<file path="src/hw/rtl/csort_pkg.sv">
// csort_pkg: types, sizes and codes shared by the counting sort engine
// no dependencies; used by csort_front, csort_back and counting_sort_engine_unit

package csort_pkg;

	localparam int NUM_BINS    = 256;
	localparam int COUNT_WIDTH = 16;

	localparam int KEY_W     = 8;
	localparam int KEY_SPAN  = 1 << KEY_W;
	localparam int BIN_DEPTH = (NUM_BINS < KEY_SPAN) ? NUM_BINS : KEY_SPAN;
	localparam int BIN_W     = $clog2(BIN_DEPTH);
	localparam int IDX_W     = BIN_W + 1;

	localparam int Q_DEPTH = 2;
	localparam int Q_AW    = (Q_DEPTH > 1) ? $clog2(Q_DEPTH) : 1;
	localparam int Q_CW    = $clog2(Q_DEPTH + 1);

	localparam logic CMD_INSERT = 1'b0;
	localparam logic CMD_POP    = 1'b1;

	localparam logic [1:0] ST_OK      = 2'd0;
	localparam logic [1:0] ST_EMPTY   = 2'd1;
	localparam logic [1:0] ST_DROPPED = 2'd2;

	typedef struct packed {
		logic             cmd;
		logic [KEY_W-1:0] key_in;
	} req_t;

	typedef struct packed {
		logic [KEY_W-1:0] key_out;
		logic [1:0]       status;
	} rsp_t;

	typedef struct packed {
		logic             pop;
		logic             drop;
		logic [BIN_W-1:0] bin;
	} job_t;

endpackage

</file>
<file path="src/hw/rtl/csort_front.sv">
// csort_front: accepts request transfers, classifies them and queues them
// depends on csort_pkg

module csort_front (
	input  logic              clk,
	input  logic              arst_n,
	input  logic              req_valid,
	output logic              req_stall,
	input  csort_pkg::req_t   req,
	output logic              job_valid,
	input  logic              job_take,
	output csort_pkg::job_t   job
);

	csort_pkg::job_t                  q_mem_q [csort_pkg::Q_DEPTH];
	logic [csort_pkg::Q_AW-1:0]       wr_ptr_q;
	logic [csort_pkg::Q_AW-1:0]       rd_ptr_q;
	logic [csort_pkg::Q_CW-1:0]       fill_q;
	csort_pkg::job_t                  job_in;
	logic                             push;
	logic                             pull;

	always_comb begin
		job_in.pop  = (req.cmd == csort_pkg::CMD_POP);
		job_in.drop = (req.cmd == csort_pkg::CMD_INSERT) &&
			({1'b0, req.key_in} >= (csort_pkg::KEY_W + 1)'(csort_pkg::BIN_DEPTH));
		job_in.bin  = req.key_in[csort_pkg::BIN_W-1:0];
	end

	assign req_stall = (fill_q == csort_pkg::Q_CW'(csort_pkg::Q_DEPTH));
	assign push      = req_valid && !req_stall;
	assign job_valid = (fill_q != '0);
	assign pull      = job_valid && job_take;
	assign job       = q_mem_q[rd_ptr_q];

	always_ff @(posedge clk) begin
		if (push) begin
			q_mem_q[wr_ptr_q] <= job_in;
		end
	end

	always_ff @(posedge clk or negedge arst_n) begin
		if (!arst_n) begin
			wr_ptr_q <= '0;
			rd_ptr_q <= '0;
			fill_q   <= '0;
		end else begin
			if (push) begin
				wr_ptr_q <= (wr_ptr_q == csort_pkg::Q_AW'(csort_pkg::Q_DEPTH - 1)) ?
					'0 : wr_ptr_q + 1'b1;
			end
			if (pull) begin
				rd_ptr_q <= (rd_ptr_q == csort_pkg::Q_AW'(csort_pkg::Q_DEPTH - 1)) ?
					'0 : rd_ptr_q + 1'b1;
			end
			if (push && !pull) begin
				fill_q <= fill_q + 1'b1;
			end else if (pull && !push) begin
				fill_q <= fill_q - 1'b1;
			end
		end
	end

endmodule

</file>
<file path="src/hw/rtl/csort_back.sv">
// csort_back: bin count memory, occupancy bits, upward scan and result register
// depends on csort_pkg

module csort_back (
	input  logic              clk,
	input  logic              arst_n,
	input  logic              job_valid,
	output logic              job_take,
	input  csort_pkg::job_t   job,
	output logic              rsp_valid,
	input  logic              rsp_stall,
	output csort_pkg::rsp_t   rsp
);

	localparam logic [1:0] S_IDLE = 2'd0;
	localparam logic [1:0] S_INS  = 2'd1;
	localparam logic [1:0] S_SCAN = 2'd2;
	localparam logic [1:0] S_POP  = 2'd3;

	localparam int BD = csort_pkg::BIN_DEPTH;
	localparam int BW = csort_pkg::BIN_W;
	localparam int CW = csort_pkg::COUNT_WIDTH;

	logic [CW-1:0]                  mem [BD];
	logic [CW-1:0]                  rd_q;
	logic [BD-1:0]                  occ_q;
	logic [BW-1:0]                  ptr_q;
	logic [BW-1:0]                  bin_q;
	logic [csort_pkg::IDX_W-1:0]    idx_q;
	logic [1:0]                     state_q;
	logic                           rsp_valid_q;
	csort_pkg::rsp_t                rsp_q;

	logic                           can_start;
	logic                           rd_en;
	logic [BW-1:0]                  rd_addr;
	logic                           wr_en;
	logic [CW-1:0]                  wr_data;
	logic [CW-1:0]                  cnt;
	logic                           rsp_set;
	csort_pkg::rsp_t                rsp_next;
	logic [BD-1:0]                  below_ptr;

	assign can_start = !rsp_valid_q || !rsp_stall;
	assign job_take  = (state_q == S_IDLE) && job_valid && can_start;
	assign cnt       = occ_q[bin_q] ? rd_q : '0;
	assign below_ptr = (BD'(1) << ptr_q) - BD'(1);
	assign rsp_valid = rsp_valid_q;
	assign rsp       = rsp_q;

	always_comb begin
		rd_en            = 1'b0;
		rd_addr          = job.pop ? ptr_q : job.bin;
		wr_en            = 1'b0;
		wr_data          = cnt + CW'(1);
		rsp_set          = 1'b0;
		rsp_next.key_out = '0;
		rsp_next.status  = csort_pkg::ST_OK;
		unique case (state_q)
			S_IDLE: begin
				if (job_take) begin
					if (job.pop) begin
						rd_en = occ_q[ptr_q];
					end else if (job.drop) begin
						rsp_set         = 1'b1;
						rsp_next.status = csort_pkg::ST_DROPPED;
					end else begin
						rd_en = 1'b1;
					end
				end
			end
			S_INS: begin
				rsp_set = 1'b1;
				if (cnt == '1) begin
					rsp_next.status = csort_pkg::ST_DROPPED;
				end else begin
					wr_en = 1'b1;
				end
			end
			S_SCAN: begin
				rd_addr = idx_q[BW-1:0];
				if (idx_q == csort_pkg::IDX_W'(BD)) begin
					rsp_set         = 1'b1;
					rsp_next.status = csort_pkg::ST_EMPTY;
				end else begin
					rd_en = occ_q[idx_q[BW-1:0]];
				end
			end
			S_POP: begin
				wr_en            = 1'b1;
				wr_data          = cnt - CW'(1);
				rsp_set          = 1'b1;
				rsp_next.key_out = csort_pkg::KEY_W'(bin_q);
			end
			default: begin
			end
		endcase
	end

	always_ff @(posedge clk) begin
		if (wr_en) begin
			mem[bin_q] <= wr_data;
		end
		if (rd_en) begin
			rd_q <= mem[rd_addr];
		end
		if (rsp_set) begin
			rsp_q <= rsp_next;
		end
	end

	always_ff @(posedge clk or negedge arst_n) begin
		if (!arst_n) begin
			state_q     <= S_IDLE;
			occ_q       <= '0;
			ptr_q       <= '0;
			bin_q       <= '0;
			idx_q       <= '0;
			rsp_valid_q <= 1'b0;
		end else begin
			if (rsp_set) begin
				rsp_valid_q <= 1'b1;
			end else if (!rsp_stall) begin
				rsp_valid_q <= 1'b0;
			end
			unique case (state_q)
				S_IDLE: begin
					if (job_take) begin
						if (job.pop) begin
							if (occ_q[ptr_q]) begin
								bin_q   <= ptr_q;
								state_q <= S_POP;
							end else begin
								idx_q   <= {1'b0, ptr_q} + csort_pkg::IDX_W'(1);
								state_q <= S_SCAN;
							end
						end else if (!job.drop) begin
							bin_q   <= job.bin;
							state_q <= S_INS;
						end
					end
				end
				S_INS: begin
					if (cnt != '1) begin
						occ_q[bin_q] <= 1'b1;
						if (bin_q < ptr_q) begin
							ptr_q <= bin_q;
						end
					end
					state_q <= S_IDLE;
				end
				S_SCAN: begin
					if (idx_q == csort_pkg::IDX_W'(BD)) begin
						state_q <= S_IDLE;
					end else if (occ_q[idx_q[BW-1:0]]) begin
						bin_q   <= idx_q[BW-1:0];
						state_q <= S_POP;
					end else begin
						idx_q <= idx_q + csort_pkg::IDX_W'(1);
					end
				end
				S_POP: begin
					if (cnt == CW'(1)) begin
						occ_q[bin_q] <= 1'b0;
					end
					ptr_q   <= bin_q;
					state_q <= S_IDLE;
				end
				default: begin
					state_q <= S_IDLE;
				end
			endcase
		end
	end

`ifndef SYNTHESIS
	a_below_ptr_empty: assert property (@(posedge clk) disable iff (!arst_n)
		(occ_q & below_ptr) == '0)
		else $error("occupied bin below scan pointer");

	a_pop_bin_occupied: assert property (@(posedge clk) disable iff (!arst_n)
		(state_q == S_POP) |-> occ_q[bin_q])
		else $error("pop on an empty bin");

	a_busy_rsp_free: assert property (@(posedge clk) disable iff (!arst_n)
		(state_q != S_IDLE) |-> !rsp_valid_q)
		else $error("result register held while an item is in progress");

	a_scan_bound: assert property (@(posedge clk) disable iff (!arst_n)
		(state_q == S_SCAN) |-> (idx_q <= csort_pkg::IDX_W'(BD)))
		else $error("scan index beyond bin range");

	a_scan_start: assert property (@(posedge clk) disable iff (!arst_n)
		(job_take && job.pop && !occ_q[ptr_q]) |=> (idx_q > {1'b0, ptr_q}))
		else $error("scan started at or below the pointer");
`endif

endmodule

</file>
<file path="src/hw/rtl/counting_sort_engine_unit.sv">
// counting_sort_engine_unit: top level of the counting sort engine
// depends on csort_pkg, csort_front, csort_back
//
// channel   handshake               payload                     dir
// req       req_valid / req_stall   req.cmd, req.key_in         in
// rsp       rsp_valid / rsp_stall   rsp.key_out, rsp.status     out
//
// an insert does one memory read, then the write back of the bin count unless saturated
// a pop reads the bin at the pointer, or first steps the upward scan over empty bins,
// then writes back the count less one; a pop that finds every bin empty scans from the
// pointer up to the last bin; each request waits in the 2-entry queue first; the queue
// keeps taking requests while the bin unit is busy or rsp stalls, until it is full
// reset clears the occupancy bits at once, so no clearing pass is needed

module counting_sort_engine_unit (
	input  logic              clk,
	input  logic              arst_n,
	input  logic              req_valid,
	output logic              req_stall,
	input  csort_pkg::req_t   req,
	output logic              rsp_valid,
	input  logic              rsp_stall,
	output csort_pkg::rsp_t   rsp
);

	logic            job_valid;
	logic            job_take;
	csort_pkg::job_t job;

	csort_front u_front (
		.clk       (clk),
		.arst_n    (arst_n),
		.req_valid (req_valid),
		.req_stall (req_stall),
		.req       (req),
		.job_valid (job_valid),
		.job_take  (job_take),
		.job       (job)
	);

	csort_back u_back (
		.clk       (clk),
		.arst_n    (arst_n),
		.job_valid (job_valid),
		.job_take  (job_take),
		.job       (job),
		.rsp_valid (rsp_valid),
		.rsp_stall (rsp_stall),
		.rsp       (rsp)
	);

endmodule
</file>
<file path="config.mk">
export PLATFORM = sky130hd
export DESIGN_NAME = counting_sort_engine_unit
export DESIGN_NICKNAME = d
export VERILOG_FILES = /design/src/hw/rtl/csort_pkg.sv /design/src/hw/rtl/csort_front.sv /design/src/hw/rtl/csort_back.sv /design/src/hw/rtl/counting_sort_engine_unit.sv
export SDC_FILE = /design/constraint.sdc
export NUM_CORES = 2
export LEC_CHECK = 0
export BUFFER_PORTS_ARGS = -buffer_cell sky130_fd_sc_hd__buf_2
export CAP_MARGIN = 0
export CELL_PAD_IN_SITES_DETAIL_PLACEMENT = 2
export CELL_PAD_IN_SITES_GLOBAL_PLACEMENT = 2
export CORE_ASPECT_RATIO = 0.7
export CORE_MARGIN = 3
export CORE_UTILIZATION = 51
export CTS_CLUSTER_DIAMETER = 150
export DETAILED_ROUTE_END_ITERATION = 10
export PLACE_DENSITY = 0.78
export SLEW_MARGIN = 10
export SYNTH_ARGS = -nofsm -noshare
export SYNTH_HDL_FRONTEND = slang
export SYNTH_HIERARCHICAL = 1
export SYNTH_MEMORY_MAX_BITS = 65536
export SYNTH_SLANG_ARGS = --single-unit
</file>
<file path="constraint.sdc">
create_clock -name clk -period 19.7 [get_ports clk]
set_input_delay 1.97 -clock clk [delete_from_list [all_inputs] [get_ports clk]]
set_output_delay 1.97 -clock clk [all_outputs]
set_load 0.01 [all_outputs]
</file>
### Word level (Yosys, flattened, before mapping)

Memory sizes are Yosys's and may differ from the RTL's. A register that Yosys moved wholly into a read port is not among the register bits.
Cells that the tools add are included.

* eq/ne operators: 21
* $lt $le $gt $ge: 5
* bitwise logic cells: 3
* reductions and logical operators: 24
* mux-type cells: 66
* add/subtract/negate cells: 8

Operators with widths (count)
* two-way mux 256 bit: 2
* case mux 256 bit (2 select lines): 1
* bitwise AND 256 bit: 1
* inverter 256 bit: 1
* OR 256 bit: 1
* two-way mux 8 bit: 10
* two-way mux 9 bit: 5
* two-way mux 16 bit: 2
* case mux 8 bit (2 select lines): 2
* < comparator 8 x 9 -> 1 bit, second input constant: 3
* binary-select mux 1 bit (select 8 bit): 3
* two-way mux 1 bit: 23
* two-way mux 2 bit: 11
* case mux 9 bit (2 select lines): 1
* adder 16 x 1 -> 16 bit, second input constant: 1
* equality test 16 x 1 -> 1 bit, second input constant: 1
* equality test 16 bit, second input constant: 1
* inequality test 16 bit, second input constant: 1
* subtractor 16 x 1 -> 16 bit, second input constant: 1
* inequality test 2 x 1 -> 1 bit, second input constant: 6
* case mux 2 bit (3 select lines): 2
* AND reduction 6 bit: 2
* adder 8 x 1 -> 9 bit, second input constant: 1
* adder 9 x 1 -> 9 bit, second input constant: 1
* 22 further kinds: 44

* logic and storage cells: 140
* bits of input ports: 13
* register bits after elaboration: 298
* memories: 2
* memory bits (writable): 4114

Memory list
* u_back.mem: words 256, width 16, rd ports 1, clocked after memory_dff 1, write ports 1, line csort_back.sv:24 `logic [CW-1:0] mem [BD];`
* u_front.q_mem_q: words 2, width 9, rd ports 1, clocked after memory_dff 0, write ports 1, line csort_front.sv:15 `csort_pkg::job_t q_mem_q [csort_pkg::Q_DEPTH];`

### Longest topological paths before layout

* word-level depth: 8
* depth in mapped cells: 24

### Hierarchy

Netlist, hierarchy kept.

Modules (own cells, without submodules)
* csort_back: seq. area each 130885.5 µm², instances 1, cells an instance 8685, area an instance 180568.2 µm²
* csort_front: seq. area each 640.6 µm², instances 1, cells an instance 49, area an instance 863.3 µm²

### Least setup slack after synthesis

No wires, ideal clock.

* path type: flip-flop to flip-flop
* start: register u_back.bin_q[0]
* end: memory u_back/mem[0][8] in the netlist's numbering, data pin
* data required time: 17.459 ns
* cell stages (with the launch flop): 16
* setup slack: 4.077 ns
* clock period less this slack: 15.623 ns
* arrival: 13.382 ns
* setup time: 2.241 ns
* path through: dfrtp_1 > buf_6 > buf_8 > buf_6 > mux4_2 > a22oi_2 > nand3_1 > a2111oi_2 > o211ai_2 > o22a_1 > buf_2 > clkbuf_1 > nand2_1 > ha_1 > nand3_1 > o31ai_1

* word-level cells in the longest chain between the ends: 5

RTL lines
* start: declaration: line csort_back.sv:28 `logic [BW-1:0] bin_q;`
* start signal: assignment: line csort_back.sv:131 `bin_q <= ptr_q;`
* start signal: assignment: line csort_back.sv:138 `bin_q <= job.bin;`
* start signal: assignment: line csort_back.sv:156 `bin_q <= idx_q[BW-1:0];`
* binary-select mux 1 bit (select 8 bit) *: line csort_back.sv:46 `assign cnt = occ_q[bin_q] ? rd_q : '0;`
* two-way mux 1 bit (not written as such) *: line csort_back.sv:46
* two-way mux 16 bit *: line csort_back.sv:46
* adder 16 x 1 -> 16 bit or subtractor 16 x 1 -> 16 bit (tied branches): line csort_back.sv:55, csort_back.sv:91
* two-way mux 16 bit *: line csort_back.sv:59 `unique case (state_q)`
* net u_back.wr_data[8]: line csort_back.sv:38 `logic [CW-1:0] wr_data;`
* end: declaration: line csort_back.sv:24

The timed path passes the listed nets; every way through them passes the cells marked *. The select of a mux whose other input is x is not followed.

### Final worst setup path

* start: register u_back.bin_q[0]
* end: memory u_back/mem[88][6] in the netlist's numbering, data pin

The elaborated chain is that of the path after synthesis.

==> flow_summary.json <==
{
  "cts.htree.levels": 5,
  "tns_ns": 0,
  "synth_warnings": 6,
  "dpl.hpwl_mm": 415,
  "io_pins": 25,
  "cpLargestDelayFamily": "buffers and inverters",
  "status": "complete, but fails checks",
  "vias": 104000,
  "r2r_cells": 19,
  "numCtsBuffers": 426,
  "ir_worst_vdd_mv": 0.107,
  "drive_gt1_share_pct": 27.5,
  "crit_path_frequent_cell": "buf_4",
  "crit_start": "u_back/bin_q[0]",
  "ys_ff_latch": 4428,
  "cellLeakagePower_nw": 56.3,
  "gp_congestion": 0.910,
  "clock_skew_ns": 0.0797,
  "setup.worst_path.class": "reg -> reg",
  "setup_viol": 0,
  "root_buffer": "clkbuf_16",
  "hold_path_class": "reg -> reg",
  "grt-ovfl-total": 0,
  "synth_area_per_cell_um2": 20.8,
  "final_common_cell": "edfxtp_1",
  "final_cell_mix": "4,140 x edfxtp_1, 1,194 x mux4_2, 1,090 x mux2i_1",
  "p_comb_share_pct": 0.3,
  "p_per_area_nw_per_um2": 93.6,
  "final_cells": 14000,
  "critPathCapture": "u_back/mem[88][6]",
  "grt_use_total_pct": 39.7,
  "ctsResizeCount": 0,
  "violations": "capacitance limit, slew limit",
  "first_iter_violations": 18300,
  "die_y_um": 505,
  "crit_arrival_ns": 9.32,
  "rsz0062_at_grt": "no",
  "intPower_mw": 14.8,
  "syn_area_um2": 181000,
  "grt_pass1_vias": 106000,
  "r2r_slack_ns": 10.94,
  "grt_max_degree": 240,
  "start_util_pct": 51.4,
  "timing.final.crit_share_pct": 44.5,
  "yosysSeqAreaShare_pct": 72.5,
  "cts_tree": "built",
  "r2r-start": "u_back/bin_q[0]",
  "p_sw_mw": 4.15,
  "p_seq_share_pct": 53.5,
  "antenna_found_initial": 53,
  "grt_pass1_wl_mm": 990,
  "drt_drc_violations_left": 0,
  "maxSlewHeadroom_pct": -0.783,
  "synth-main-ff-cell": "edfxtp_1",
  "path_depth": 19,
  "fill_cells": 28400,
  "clk_path_buf_depth": 4,
  "swShare_pct": 21.9,
  "critPathLaunchType": "flip-flop",
  "synth-edff-count": 4140,
  "die_w_um": 719,
  "tightest_slew_ns": 1.51,
  "synthArstFlopShare_pct": 6.50,
  "critPathBufInv": 6,
  "floorplan.rows": 182,
  "dp.cells": 13200,
  "die_area_um2": 363000,
  "cts_setup_buffers": 0,
  "path_max_fanout": 92,
  "crit_slowest_cell": "buf_4",
  "hold_viol_final": 0,
  "syn_inst": 8734,
  "nets": 9020,
  "critPathMaxStageDelay_ns": 1.06,
  "reg2reg_to": "u_back/mem[88][6]",
  "period_minus_slack_ns": 8.76,
  "critPathRequiredTime_ns": 20.26,
  "drtPass1Iterations": 8,
  "cts.clk_slew.worst_paths_ns": 0.07,
  "synth_fp_nets": 8759,
  "endpoint_kind": "flip-flop",
  "multi_input_area_um2": 47900,
  "slew_viol_final": 9,
  "synth_cell_types": 79,
  "port-buffer-count": 24,
  "regArea_um2": 132000,
  "clk_latency_ns": 0.99,
  "vias_per_cell": 7.38,
  "max_freq_mhz": 114,
  "cts_hold_buf": 0,
  "drv_cap": 1,
  "cts.sinks": 4428,
  "clockPowerShare_pct": 46.2,
  "cp_cell_sequence": "buf_4 -> mux4_2 -> a22oi_1 -> nand3_1 -> a2111oi_0 -> a311oi_1 -> o22a_1 -> buf_4 -> nand2_1 -> inv_1 -> ha_1 -> and3_1 -> nand4_1 -> o311ai_0 -> o21ai_0 -> a211o_4 -> buf_4 -> buf_16 -> buf_4",
  "post_drt_wl_per_cell_um": 52.2,
  "area_growth_pct": 11.7,
  "ant_nets": 0,
  "core_area_um2": 353000,
  "wl_mm": 733
}
-- logic make-up (layout without fill, tap and decap cells) --
family / Yosys count / in the layout / share of synthesized area (%)
mux: 2569 / 2569 / 22.6
flops: 4428 / 4428 / 72.5
simple gates: 894 / 894 / 2.29
buf+inv: 597 / 1197 / 1.60
xor+xnor: 7 / 7 / 0.0338
fa+ha+maj: 12 / 12 / 0.0828
compound gates: 226 / 226 / 0.901
other cells: 1 / 22 / 0.00207
-- metal layers --
metal | vias to the layer above | track usage, % | share of wire [%]
li1 | 36800 | - | -
met1 | 56500 | 51.8 | 35
met2 | 8474 | 63.5 | 48
met3 | 1926 | 10.4 | 11
met4 | 38 | 17.2 | 5.6
met5 | - | 0.564 | 0.074
-- cell usage after synthesis, types with 17 or more instances --
master	n	area, um2
edfxtp_1	4140	124000
mux4_2	1194	26900
mux2i_1	1102	11000
nor2_1	313	1170
dfrtp_1	288	7210
nor3_1	259	1300
buf_2	206	1030
clkbuf_1	180	676
nand2_1	145	544
mux2_2	141	1590
mux2_1	132	1490
buf_1	117	439
nand3_1	52	260
buf_6	40	450
a21oi_1	33	165
o21ai_0	29	145
a22oi_1	24	180
buf_4	24	180
inv_1	24	90.1
nor3_2	18	180
nor2b_1	17	106
-- stage by stage --
stage               setup slack [ns]  power, mW  hold WS, ns  utilization [%]  instance area [um2]
floorplan                       4.08       10.4        0.461                -               181000
global placement               11.13       10.4        0.479             53.4               188000
detailed placement             11.17       10.4        0.500             53.4               188000
CTS                            10.98       19.0        0.530             57.3               202000
global route                   10.79       19.3        0.547             57.4               203000
finish                         10.94       19.0        0.533             57.4               203000
-- layout make-up --
cell class / count / share of cell area [%]
Sequential cell: 4428 / 64.9
Multi-Input combinational cell: 3709 / 23.6
Clock buffer: 527 / 5.59
Tap cell: 4692 / 2.90
Timing Repair Buffer: 401 / 1.67
Clock inverter: 240 / 1.17
Inverter: 29 / 0.0537
Antenna cell: 21 / 0.0259
-- registers in the layout, summed over array words and instances (netlist names), named ones only --
signal and flops:
u_back/rd_q 16, u_back/rsp_valid 1, u_front/q_mem_q 18, u_back/mem 4096, u_front/rd_ptr_q 1, u_back/idx_q 9
u_back/state_q 2, u_back/bin_q 8, u_back/ptr_q 8, u_front/fill_q 2, u_front/wr_ptr_q 1, u_back/rsp 10
-- power by group through the flow --
stage | combinational (mW) | sequential (mW) | clock (mW)
floorplan | 0.0232 | 10.3 | 0
global placement | 0.0472 | 10.3 | 0
detailed placement | 0.0526 | 10.3 | 0
CTS | 0.0548 | 10.1 | 8.77
global route | 0.0586 | 10.1 | 9.12
finish | 0.0558 | 10.1 | 8.76
-- worst min path at each step --
stage                        endpoint              start  cells after the start  slack (ns)
finish              u_front/fill_q[1]  u_front/fill_q[1]                      1        0.53
global route        u_front/fill_q[1]  u_front/fill_q[1]                      1        0.55
CTS                 u_front/fill_q[1]  u_front/fill_q[1]                      1        0.53
floorplan            u_front/wr_ptr_q   u_front/wr_ptr_q                      1        0.46
detailed placement  u_front/fill_q[1]  u_front/fill_q[1]                      1        0.50
global placement     u_front/wr_ptr_q   u_front/wr_ptr_q                      1        0.48
-- worst reg2reg max path, cell delays in order, from the launching register on --
cell,delay (ns)
dfrtp_4,0.72
buf_4,0.71
mux4_2,0.62
a22oi_1,0.18
nand3_1,0.11
a2111oi_0,0.66
a311oi_1,0.20
o22a_1,0.26
buf_4,0.28
nand2_1,0.23
inv_1,0.10
ha_1,0.23
and3_1,0.24
nand4_1,0.26
o311ai_0,0.23
o21ai_0,0.21
a211o_4,0.86
buf_4,0.69
buf_16,0.41
buf_4,1.11
Power figures use the tool's default switching activity.
